$ cat config.mk
export PLATFORM = sky130hd
export DESIGN_NAME = ble_link_packet_deframer
export DESIGN_NICKNAME = d
export VERILOG_FILES = /design/src/bldf_pkg.sv /design/src/bldf_apb_regs.sv /design/src/bldf_byte_unit.sv /design/src/bldf_core.sv /design/src/ble_link_packet_deframer.sv
export VERILOG_INCLUDE_DIRS = /design/src /design/src/src
export SDC_FILE = /design/constraint.sdc
export NUM_CORES = 1
export LEC_CHECK = 0
export BUFFER_PORTS_ARGS = -buffer_cell sky130_fd_sc_hd__buf_2
export CAP_MARGIN = 25
export CORE_MARGIN = 3
export CORE_UTILIZATION = 59
export DETAILED_ROUTE_END_ITERATION = 8
export HOLD_SLACK_MARGIN = 0.15
export PLACE_DENSITY_LB_ADDON = 0.15
export REMOVE_ABC_BUFFERS = 1
export SYNTH_ARGS = -nofsm -noshare
export SYNTH_HDL_FRONTEND = slang
export SYNTH_SLANG_ARGS = --single-unit
$ cat constraint.sdc
create_clock -name clk_i -period 5.4 [get_ports clk_i]
set_input_delay 0.54 -clock clk_i [delete_from_list [all_inputs] [get_ports clk_i]]
set_output_delay 0.54 -clock clk_i [all_outputs]
set_load 0.02 [all_outputs]
$ cat src/ble_link_packet_deframer_macros.svh
// assertion macros for the ble link packet deframer
// no dependencies; included by the modules that carry assertions
`ifndef BLE_LINK_PACKET_DEFRAMER_MACROS_SVH
`define BLE_LINK_PACKET_DEFRAMER_MACROS_SVH

// property checked on every rising edge outside reset
`define BLDF_ASSERT(name, clk, rst_n, prop, msg) \
  name: assert property (@(posedge clk) disable iff (!rst_n) prop) else $error(msg);

// property checked on every rising edge, also during reset
`define BLDF_ASSERT_ALWAYS(name, clk, prop, msg) \
  name: assert property (@(posedge clk) prop) else $error(msg);

`endif

$ cat src/bldf_pkg.sv
// shared types, constants and helpers for the ble link packet deframer
// no dependencies; imported by all deframer modules
package bldf_pkg;

  localparam logic [31:0] ADV_ACCESS_ADDR = 32'h8E89BED6;
  localparam logic [23:0] CRC_ADV_INIT    = 24'h555555;
  localparam logic [23:0] CRC_POLY        = 24'h00065B;
  localparam logic [7:0]  WHITEN_TAP      = 8'h11;
  localparam logic [5:0]  CHANNEL_RESET   = 6'd37;
  localparam int unsigned ADDR_BYTES      = 4;

  // frame status codes
  localparam logic [1:0] STATUS_BUSY     = 2'd0;
  localparam logic [1:0] STATUS_CRC_GOOD = 2'd1;
  localparam logic [1:0] STATUS_CRC_BAD  = 2'd2;
  localparam logic [1:0] STATUS_SHORT    = 2'd3;

  // register index of the channel register
  localparam logic REG_CHANNEL = 1'b0;

  typedef struct packed {
    logic [7:0] out_byte;
    logic       frame_end;
    logic [1:0] frame_status;
    logic       access_ok;
    logic [5:0] pdu_length;
    logic [3:0] pdu_type;
    logic       tx_addr_random;
    logic       rx_addr_random;
  } bldf_result_t;

  // reverse bit order of a byte
  function automatic logic [7:0] rev8(input logic [7:0] a);
    logic [7:0] r;
    for (int k = 0; k < 8; k++) begin
      r[7-k] = a[k];
    end
    return r;
  endfunction

endpackage

$ cat src/bldf_apb_regs.sv
// apb-style configuration register block (channel number)
// depends on bldf_pkg
module bldf_apb_regs (
  input  logic        clk_i,
  input  logic        rst_ni,
  input  logic        psel,
  input  logic        penable,
  input  logic        pwrite,
  input  logic [2:0]  paddr,
  input  logic [31:0] pwdata,
  output logic [31:0] prdata,
  output logic [5:0]  channel_o
);
  import bldf_pkg::*;

  logic [5:0] channel_q, channel_d;
  logic       sel_channel;

  assign sel_channel = (paddr[2] == REG_CHANNEL);

  // register write on the access phase
  always_comb begin
    channel_d = channel_q;
    if (psel && penable && pwrite && sel_channel) begin
      channel_d = pwdata[5:0];
    end
  end

  always_ff @(posedge clk_i or negedge rst_ni) begin
    if (!rst_ni) begin
      channel_q <= CHANNEL_RESET;
    end else begin
      channel_q <= channel_d;
    end
  end

  // read back
  assign prdata    = sel_channel ? {26'b0, channel_q} : 32'b0;
  assign channel_o = channel_q;

endmodule

$ cat src/bldf_byte_unit.sv
// de-whitening lfsr and crc-24 update for one byte, eight bit steps unrolled
// depends on bldf_pkg
module bldf_byte_unit (
  input  logic [7:0]  raw_i,
  input  logic [7:0]  whiten_i,
  input  logic [23:0] crc_i,
  output logic [7:0]  data_o,
  output logic [7:0]  whiten_o,
  output logic [23:0] crc_o
);
  import bldf_pkg::*;

  // de-whitening, earliest symbol in bit 7
  always_comb begin
    logic [7:0] w;
    logic [7:0] b;
    w = whiten_i;
    b = raw_i;
    for (int i = 7; i >= 0; i--) begin
      if (w[7]) begin
        w    = w ^ WHITEN_TAP;
        b[i] = ~b[i];
      end
      w = {w[6:0], 1'b0};
    end
    whiten_o = w;
    data_o   = b;
  end

  // crc-24 over the de-whitened byte, msb first
  always_comb begin
    logic [23:0] c;
    logic        top;
    c = crc_i;
    for (int k = 7; k >= 0; k--) begin
      top = c[23];
      c   = {c[22:0], 1'b0};
      if (top != data_o[k]) begin
        c = c ^ CRC_POLY;
      end
    end
    crc_o = c;
  end

endmodule

$ cat src/bldf_core.sv
// frame state and per-byte deframing step
// depends on bldf_pkg and bldf_byte_unit
module bldf_core (
  input  logic                  clk_i,
  input  logic                  rst_ni,
  input  logic                  step_en_i,
  input  logic [7:0]            raw_byte_i,
  input  logic                  frame_start_i,
  input  logic [5:0]            channel_i,
  output logic                  has_result_o,
  output bldf_pkg::bldf_result_t result_o
);
  import bldf_pkg::*;

  logic [6:0]  pos_q, pos_d;
  logic        in_frame_q, in_frame_d;
  logic [31:0] accum_q, accum_d;
  logic [7:0]  whiten_q, whiten_d;
  logic [23:0] crc_q, crc_d;
  logic [23:0] rcv_q, rcv_d;
  logic [5:0]  len_q, len_d;
  logic [7:0]  hdr_q, hdr_d;

  // state as seen by this byte, cleared on frame start (whitening seeded from the channel)
  logic [6:0]  pos;
  logic [31:0] accum;
  logic [7:0]  whiten;
  logic [23:0] crc;
  logic [23:0] rcv;
  logic [5:0]  len;
  logic [7:0]  hdr;

  logic [7:0]  dw_data, dw_whiten;
  logic [23:0] dw_crc;
  logic [6:0]  rel;
  logic [7:0]  ob;
  logic        adv;
  logic        fend;
  logic [1:0]  status;

  assign has_result_o = frame_start_i || in_frame_q;

  assign pos    = frame_start_i ? 7'd0 : pos_q;
  assign accum  = frame_start_i ? 32'd0 : accum_q;
  assign whiten = frame_start_i ? (rev8({2'b00, channel_i}) | 8'h02) : whiten_q;
  assign crc    = frame_start_i ? 24'd0 : crc_q;
  assign rcv    = frame_start_i ? 24'd0 : rcv_q;
  assign len    = frame_start_i ? 6'd0 : len_q;
  assign hdr    = frame_start_i ? 8'd0 : hdr_q;
  assign rel    = pos - 7'(ADDR_BYTES);

  bldf_byte_unit u_byte_unit (
    .raw_i    (raw_byte_i),
    .whiten_i (whiten),
    .crc_i    (crc),
    .data_o   (dw_data),
    .whiten_o (dw_whiten),
    .crc_o    (dw_crc)
  );

  // one byte of the frame
  always_comb begin
    accum_d  = accum;
    whiten_d = whiten;
    crc_d    = crc;
    rcv_d    = rcv;
    len_d    = len;
    hdr_d    = hdr;
    fend     = 1'b0;
    status   = STATUS_BUSY;
    adv      = (accum == ADV_ACCESS_ADDR);
    if (pos < 7'(ADDR_BYTES)) begin
      // access address, little-endian after bit reversal
      ob      = rev8(raw_byte_i);
      accum_d = accum | ({24'b0, ob} << {pos[1:0], 3'b000});
      adv     = (accum_d == ADV_ACCESS_ADDR);
      if (pos[1:0] == 2'd3) begin
        crc_d = adv ? CRC_ADV_INIT : 24'd0;
      end
    end else begin
      ob       = rev8(dw_data);
      whiten_d = dw_whiten;
      if (rel < ({1'b0, len} + 7'd2)) begin
        // header and payload go through the crc
        crc_d = dw_crc;
        if (rel == 7'd0) begin
          hdr_d = ob;
        end
        if (rel == 7'd1) begin
          if (adv) begin
            len_d = ob[5:0];
            if (ob[5:0] < 6'd2) begin
              fend   = 1'b1;
              status = STATUS_SHORT;
            end
          end else begin
            len_d = 6'd0;
          end
        end
      end else begin
        // trailing crc bytes
        rcv_d = {rcv[15:0], dw_data};
        if (rel >= ({1'b0, len} + 7'd4)) begin
          fend   = 1'b1;
          status = (rcv_d == crc) ? STATUS_CRC_GOOD : STATUS_CRC_BAD;
        end
      end
    end
    in_frame_d = !fend;
    pos_d      = fend ? pos : pos + 7'd1;
  end

  always_comb begin
    result_o.out_byte       = ob;
    result_o.frame_end      = fend;
    result_o.frame_status   = status;
    result_o.access_ok      = adv;
    result_o.pdu_length     = len_d;
    result_o.pdu_type       = hdr_d[3:0];
    result_o.tx_addr_random = hdr_d[6];
    result_o.rx_addr_random = hdr_d[7];
  end

  // state update when the byte is taken
  always_ff @(posedge clk_i or negedge rst_ni) begin
    if (!rst_ni) begin
      pos_q      <= '0;
      in_frame_q <= 1'b0;
      accum_q    <= '0;
      whiten_q   <= '0;
      crc_q      <= '0;
      rcv_q      <= '0;
      len_q      <= '0;
      hdr_q      <= '0;
    end else if (step_en_i && has_result_o) begin
      pos_q      <= pos_d;
      in_frame_q <= in_frame_d;
      accum_q    <= accum_d;
      whiten_q   <= whiten_d;
      crc_q      <= crc_d;
      rcv_q      <= rcv_d;
      len_q      <= len_d;
      hdr_q      <= hdr_d;
    end
  end

endmodule

$ cat src/ble_link_packet_deframer.sv
// ble link packet deframer: input byte channel, result channel, apb config
// Usage:
//   input channel: one sliced on-air byte per transaction (earliest symbol in
//   bit 7); frame_start_i marks the first access address byte and restarts
//   the frame at any time. Bytes outside a frame without frame_start_i are
//   dropped and give no result.
//   result channel: one transaction per byte inside a frame, carrying the
//   bit-reversed byte (de-whitened from the header on), header fields, and
//   on the last byte frame_end_o with the crc or length status.
//   apb port: register 0 at address 0 holds the channel number that seeds
//   the whitening register; pready is always high.
// Timing:
//   one byte per cycle sustained while results are taken; a byte accepted
//   into the input register is processed into the result register and
//   offered from there. The per-byte step (eight unrolled lfsr and crc bit
//   steps) sits between the input register and the result register.
// Reset: no frame open, channel register 37.
// Stall: while the result register is full and not taken, a byte that
//   gives a result waits in the input register and in_ready_o drops.
`include "ble_link_packet_deframer_macros.svh"

module ble_link_packet_deframer (
  input  logic        clk_i,
  input  logic        rst_ni,
  // input byte channel
  input  logic        in_valid_i,
  output logic        in_ready_o,
  input  logic [7:0]  raw_byte_i,
  input  logic        frame_start_i,
  // result channel
  output logic        out_valid_o,
  input  logic        out_ready_i,
  output logic [7:0]  out_byte_o,
  output logic        frame_end_o,
  output logic [1:0]  frame_status_o,
  output logic        access_ok_o,
  output logic [5:0]  pdu_length_o,
  output logic [3:0]  pdu_type_o,
  output logic        tx_addr_random_o,
  output logic        rx_addr_random_o,
  // configuration port
  input  logic        psel,
  input  logic        penable,
  input  logic        pwrite,
  input  logic [2:0]  paddr,
  input  logic [31:0] pwdata,
  output logic [31:0] prdata,
  output logic        pready
);
  import bldf_pkg::*;

  logic         in_valid_q, in_valid_d;
  logic [7:0]   raw_q;
  logic         start_q;
  logic         out_valid_q, out_valid_d;
  bldf_result_t res_q;
  bldf_result_t res;
  logic         has_result;
  logic         step_en;
  logic [5:0]   channel;

  assign pready = 1'b1;

  bldf_apb_regs u_regs (
    .clk_i     (clk_i),
    .rst_ni    (rst_ni),
    .psel      (psel),
    .penable   (penable),
    .pwrite    (pwrite),
    .paddr     (paddr),
    .pwdata    (pwdata),
    .prdata    (prdata),
    .channel_o (channel)
  );

  bldf_core u_core (
    .clk_i         (clk_i),
    .rst_ni        (rst_ni),
    .step_en_i     (step_en),
    .raw_byte_i    (raw_q),
    .frame_start_i (start_q),
    .channel_i     (channel),
    .has_result_o  (has_result),
    .result_o      (res)
  );

  // the held byte moves on unless its result would overwrite a waiting one
  assign step_en    = in_valid_q && (!has_result || !out_valid_q || out_ready_i);
  assign in_ready_o = !in_valid_q || step_en;

  always_comb begin
    in_valid_d = in_valid_q;
    if (in_valid_i && in_ready_o) begin
      in_valid_d = 1'b1;
    end else if (step_en) begin
      in_valid_d = 1'b0;
    end
  end

  always_comb begin
    out_valid_d = out_valid_q;
    if (step_en && has_result) begin
      out_valid_d = 1'b1;
    end else if (out_ready_i) begin
      out_valid_d = 1'b0;
    end
  end

  // input register
  always_ff @(posedge clk_i or negedge rst_ni) begin
    if (!rst_ni) begin
      in_valid_q <= 1'b0;
    end else begin
      in_valid_q <= in_valid_d;
    end
  end

  always_ff @(posedge clk_i) begin
    if (in_valid_i && in_ready_o) begin
      raw_q   <= raw_byte_i;
      start_q <= frame_start_i;
    end
  end

  // result register
  always_ff @(posedge clk_i or negedge rst_ni) begin
    if (!rst_ni) begin
      out_valid_q <= 1'b0;
    end else begin
      out_valid_q <= out_valid_d;
    end
  end

  always_ff @(posedge clk_i) begin
    if (step_en && has_result) begin
      res_q <= res;
    end
  end

  assign out_valid_o      = out_valid_q;
  assign out_byte_o       = res_q.out_byte;
  assign frame_end_o      = res_q.frame_end;
  assign frame_status_o   = res_q.frame_status;
  assign access_ok_o      = res_q.access_ok;
  assign pdu_length_o     = res_q.pdu_length;
  assign pdu_type_o       = res_q.pdu_type;
  assign tx_addr_random_o = res_q.tx_addr_random;
  assign rx_addr_random_o = res_q.rx_addr_random;

  // a waiting result is never overwritten
  `BLDF_ASSERT(a_no_overwrite, clk_i, rst_ni, (out_valid_q && !out_ready_i) |-> !(step_en && has_result), "result overwritten while stalled")

  // a new byte enters a full input register only as the held one moves on
  `BLDF_ASSERT(a_in_reg_flow, clk_i, rst_ni, (in_valid_i && in_ready_o && in_valid_q) |-> step_en, "input register overrun")

  // a closing result carries a final status
  `BLDF_ASSERT(a_end_status, clk_i, rst_ni, (out_valid_q && res_q.frame_end) |-> (res_q.frame_status != STATUS_BUSY), "frame end without final status")

  // a result in mid-frame reports in progress
  `BLDF_ASSERT(a_mid_status, clk_i, rst_ni, (out_valid_q && !res_q.frame_end) |-> (res_q.frame_status == STATUS_BUSY), "final status before frame end")

  // pready stays high throughout
  `BLDF_ASSERT_ALWAYS(a_pready_high, clk_i, pready, "pready low")

endmodule
==> summary.md <==
| Metric | Value |
|---|---|
| P&R area growth vs syn | `9.38%` |
| Setup ws final | `1.29 ns` |
| CTS tree | `built` |
| Vias in the first global route | `approximately 7000` |
| Cell family with most CP delay | `simple AND/OR/NAND/NOR gates` |
| Nets | `982` |
| Post-Syn Instances | `883` |
| Crit path top cell by count | `nand2_1` |
| Period utilization | `0.762` |
| Largest net degree at the start of global routing | `68` |
| Antenna Nets Post-Route | `0` |
| PortBufs | `between 50 and 60` |
| Post-synth EDFFs | `33` |
| Initial Util | `0.614` |
| H-tree depth | `4` |
| Via count | `7019` |
| First-pass GRT wire length | `36.9 mm` |
| LEAKAGE | `approximately 4 nW` |
| First-pass DRT Iterations | `6` |
| Chip width | `about 130 µm` |
| Worst-path fanout max | `43` |
| Maximum clock insertion buffer count | `2` |
| Clock period minus final worst setup slack | `roughly 4.1 ns` |
| Final WL | `roughly 23 mm` |
| DP HPWL | `15.9 mm` |
| R2R cell count | `11` |
| Number of synthesized register bits | `141` |
| Top-area cell type share of the netlist area | `0.303` |
| Io pins | `110` |
| Syn Std Cell Area | `0.00869 mm²` |
| Row cnt | `43` |
| FILL cells | `between 1000 and 1500` |
| Vias/cell | `6.32` |
| CP cell instances | `inv_2 -> buf_4 -> nand2_1 -> ha_1 -> o21bai_1 -> nand3_1 -> a32oi_1 -> nand2_1 -> nor2_1 -> a22oi_1 -> o21ai_0` |
| Die height | `127 µm` |
| Dominant cell type by area after synthesis | `dfrtp_1` |
| Tot Pwr | `roughly 5.7 mW` |
| DR DRC count | `0` |
| Core Region | `0.0141 mm²` |
| Clk Latency, worst-skew pair | `around 0.43 ns` |
| Req. time, crit path | `5.72 ns` |
| Unrepaired setup endpoints after global routing | `no` |
| Final hold vios | `0` |
| Number of synthesis warnings | `0` |
| Crit path launch type | `register` |
| Worst path max stage delay | `0.61 ns` |
| Final setup viols | `0` |
| Reg2Reg Capture Point | `u_core.rcv_q[10]` |
| Worst-Margin Slew | `between 0.9 and 1 ns` |
| 1st-iter DRT viols | `815` |
| Number of distinct library cells after synthesis | `84` |
| Dpl ws | `1.39 ns` |
| ANT cells | `0` |
| Worst slew margin | `0.381` |
| DR WL/cell | `20.6 µm` |
| Crit path capture type | `register` |
| Maximum VDD drop | `408 µV` |
| # clock sinks | `141` |
| Post-Syn Area per Cell | `9.84 µm²` |
| Main synth FF type | `dfrtp_1` |
| Worst reg2reg path startpoint | `start_q` |
| RePlAce Congestion | `0.947` |
| Worst Path Arrival | `4.44 ns` |
| Non-filler instance count after layout | `1110` |
| Layout Skew | `0.00720 ns` |
| Die ar. | `0.0162 mm²` |
| Global-route usage over all layers | `0.291` |
| Crit-path slowest cell | `nor2_1` |
| Async set-reset flop share out of synthesis | `0.766` |
| Clk slew on worst S/H paths | `about 0.060 ns` |
| Min Hold Slack | `0.224 ns` |
| Critical path buffers and inverters | `2` |
| Status | `finished clean` |
| Total CTS buffers | `17` |
| Initial antenna violation count | `0` |
| Largest cells by area after synthesis | `dfrtp_1 30%, edfxtp_1 11%, xnor2_1 5.9%` |
| Placed Cells | `~1100` |
| Global-route congestion overflow total | `0` |
| Classification of the worst-slack hold path | `primary input to asynchronous set/reset pin` |
| Sequential fraction of the synthesis area | `0.426` |
| F_max | `243 MHz` |
| Clk root buf | `clkbuf_16` |
| Setup repair bufs after CTS | `0` |
| Max Transition Viols Final | `0` |
| Share of layout cells above drive strength 1 | `0.153` |
| Max-cap violations | `0` |
| Reg2reg setup slack | `1.29 ns` |
| Power Dens Cells | `between 500 and 600 mW/mm²` |
| Hold_buf cts | `0` |
| Setup Crit Path Kind | `register to register` |
| Post_cts resized | `0` |
[state kept, by name, indices dropped and copies added (netlist names), 7 cells and up]
name,flops
u_core.pos_q,7
u_core.accum_q,32
raw_q,8
u_core.rcv_q,16
out_byte_o,8
u_core.whiten_q,8
u_core.crc_q,24
[cell type report]
type	count	area [µm²]	share of cell area
flip-flops and latches	141	3700	0.389
clock buffers	18	439	0.0462
clock inverters	14	133	0.0140
multi-input cells	661	4510	0.475
repair buffers	65	375	0.0395
inverters	31	116	0.0122
well taps	180	225	0.0237
[cells in the final DEF (no fill, tap or decap), types with 11 or more instances in the layout]
| cell type | Yosys | layout |
|---|---|---|
| buf_2 | 19 | 53 |
| ha_1 | 14 | 14 |
| a21oi_1 | 35 | 35 |
| dfrtp_1 | 105 | 105 |
| conb_1 | 2 | 27 |
| o21ai_1 | 11 | 11 |
| nor2_1 | 29 | 29 |
| nor2b_1 | 21 | 21 |
| a22o_1 | 45 | 45 |
| nand2b_1 | 12 | 12 |
| nand3_1 | 30 | 30 |
| o22ai_1 | 14 | 14 |
| xor2_1 | 34 | 34 |
| nand2_1 | 94 | 94 |
| xnor2_1 | 59 | 59 |
| inv_1 | 29 | 29 |
| a22oi_1 | 14 | 14 |
| o21ai_0 | 64 | 64 |
| buf_4 | 31 | 11 |
| edfxtp_1 | 33 | 33 |
| nor3_1 | 11 | 11 |
| clkbuf_16 | 0 | 17 |
[cell usage after synthesis, drive strengths merged, types with 3 or more instances]
library cell  count
o211ai            6
mux2i            13
dfstp             3
inv              31
a32oi             4
and2              3
nand4             7
clkbuf           18
a22o             45
xnor2            62
ha               14
xor2             38
nand2b           12
o221ai            3
nor3b             3
a22oi            14
nand3            33
or4               4
nand2            94
dfrtp           105
o31ai            10
nor4             11
buf              57
nor2b            21
nor2             33
or3               4
a21oi            36
a211o             4
nor3             11
xnor3             4
o22ai            14
edfxtp           33
o21bai            4
o2bb2ai           4
and3              5
mux2              8
o21ai            78
[where the power goes]
part	total, mW	switching [mW]	internal [mW]
sequential	1.84	0.424	1.42
combinational	2.68	1.55	1.13
clock	1.14	0.482	0.654
[kinds of logic (layout without fill, tap and decap cells)]
family	Yosys count	in the layout	share of synthesized area
AO/OA/AOI/OAI	243	243	0.191
multiplexers	21	21	0.0277
buffers and inverters	106	128	0.0654
AND/OR/NAND/NOR	252	252	0.150
XOR/XNOR	104	104	0.119
other	2	27	0.000865
adder cells (fa/ha/maj)	14	14	0.0202
flip-flops	141	141	0.426
[metrics by stage]
stage,utilization,TNS (ns),instance area [µm²]
2_1_floorplan,-,-0.0327,8330
4_1_cts,0.669,0,9470
3_3_place_gp,0.629,0,8890
6_report,0.671,0,9500
5_1_grt,0.671,0,9500
3_5_place_dp,0.629,0,8890
[layer usage]
| layer | vias to the layer above | part of all wire | GRT usage |
|---|---|---|---|
| met2 | 359 | 0.48 | 0.466 |
| li1 | 3197 | - | - |
| met5 | - | 0 | 0 |
| met3 | 59 | 0.076 | 0.0631 |
| met4 | 0 | 0.024 | 0.0927 |
| met1 | 3404 | 0.42 | 0.397 |
[worst max-delay path by stage]
stage            start               end  cells after the start
6_report       start_q  u_core.rcv_q[10]                     11
2_1_floorplan  start_q   u_core.pos_q[1]                     15
3_5_place_dp   start_q   u_core.pos_q[1]                     12
5_1_grt        start_q  u_core.rcv_q[10]                     11
3_3_place_gp   start_q   u_core.pos_q[1]                     14
4_1_cts        start_q   u_core.pos_q[1]                     16
No activity file was read; power rests on OpenSTA's default activity.
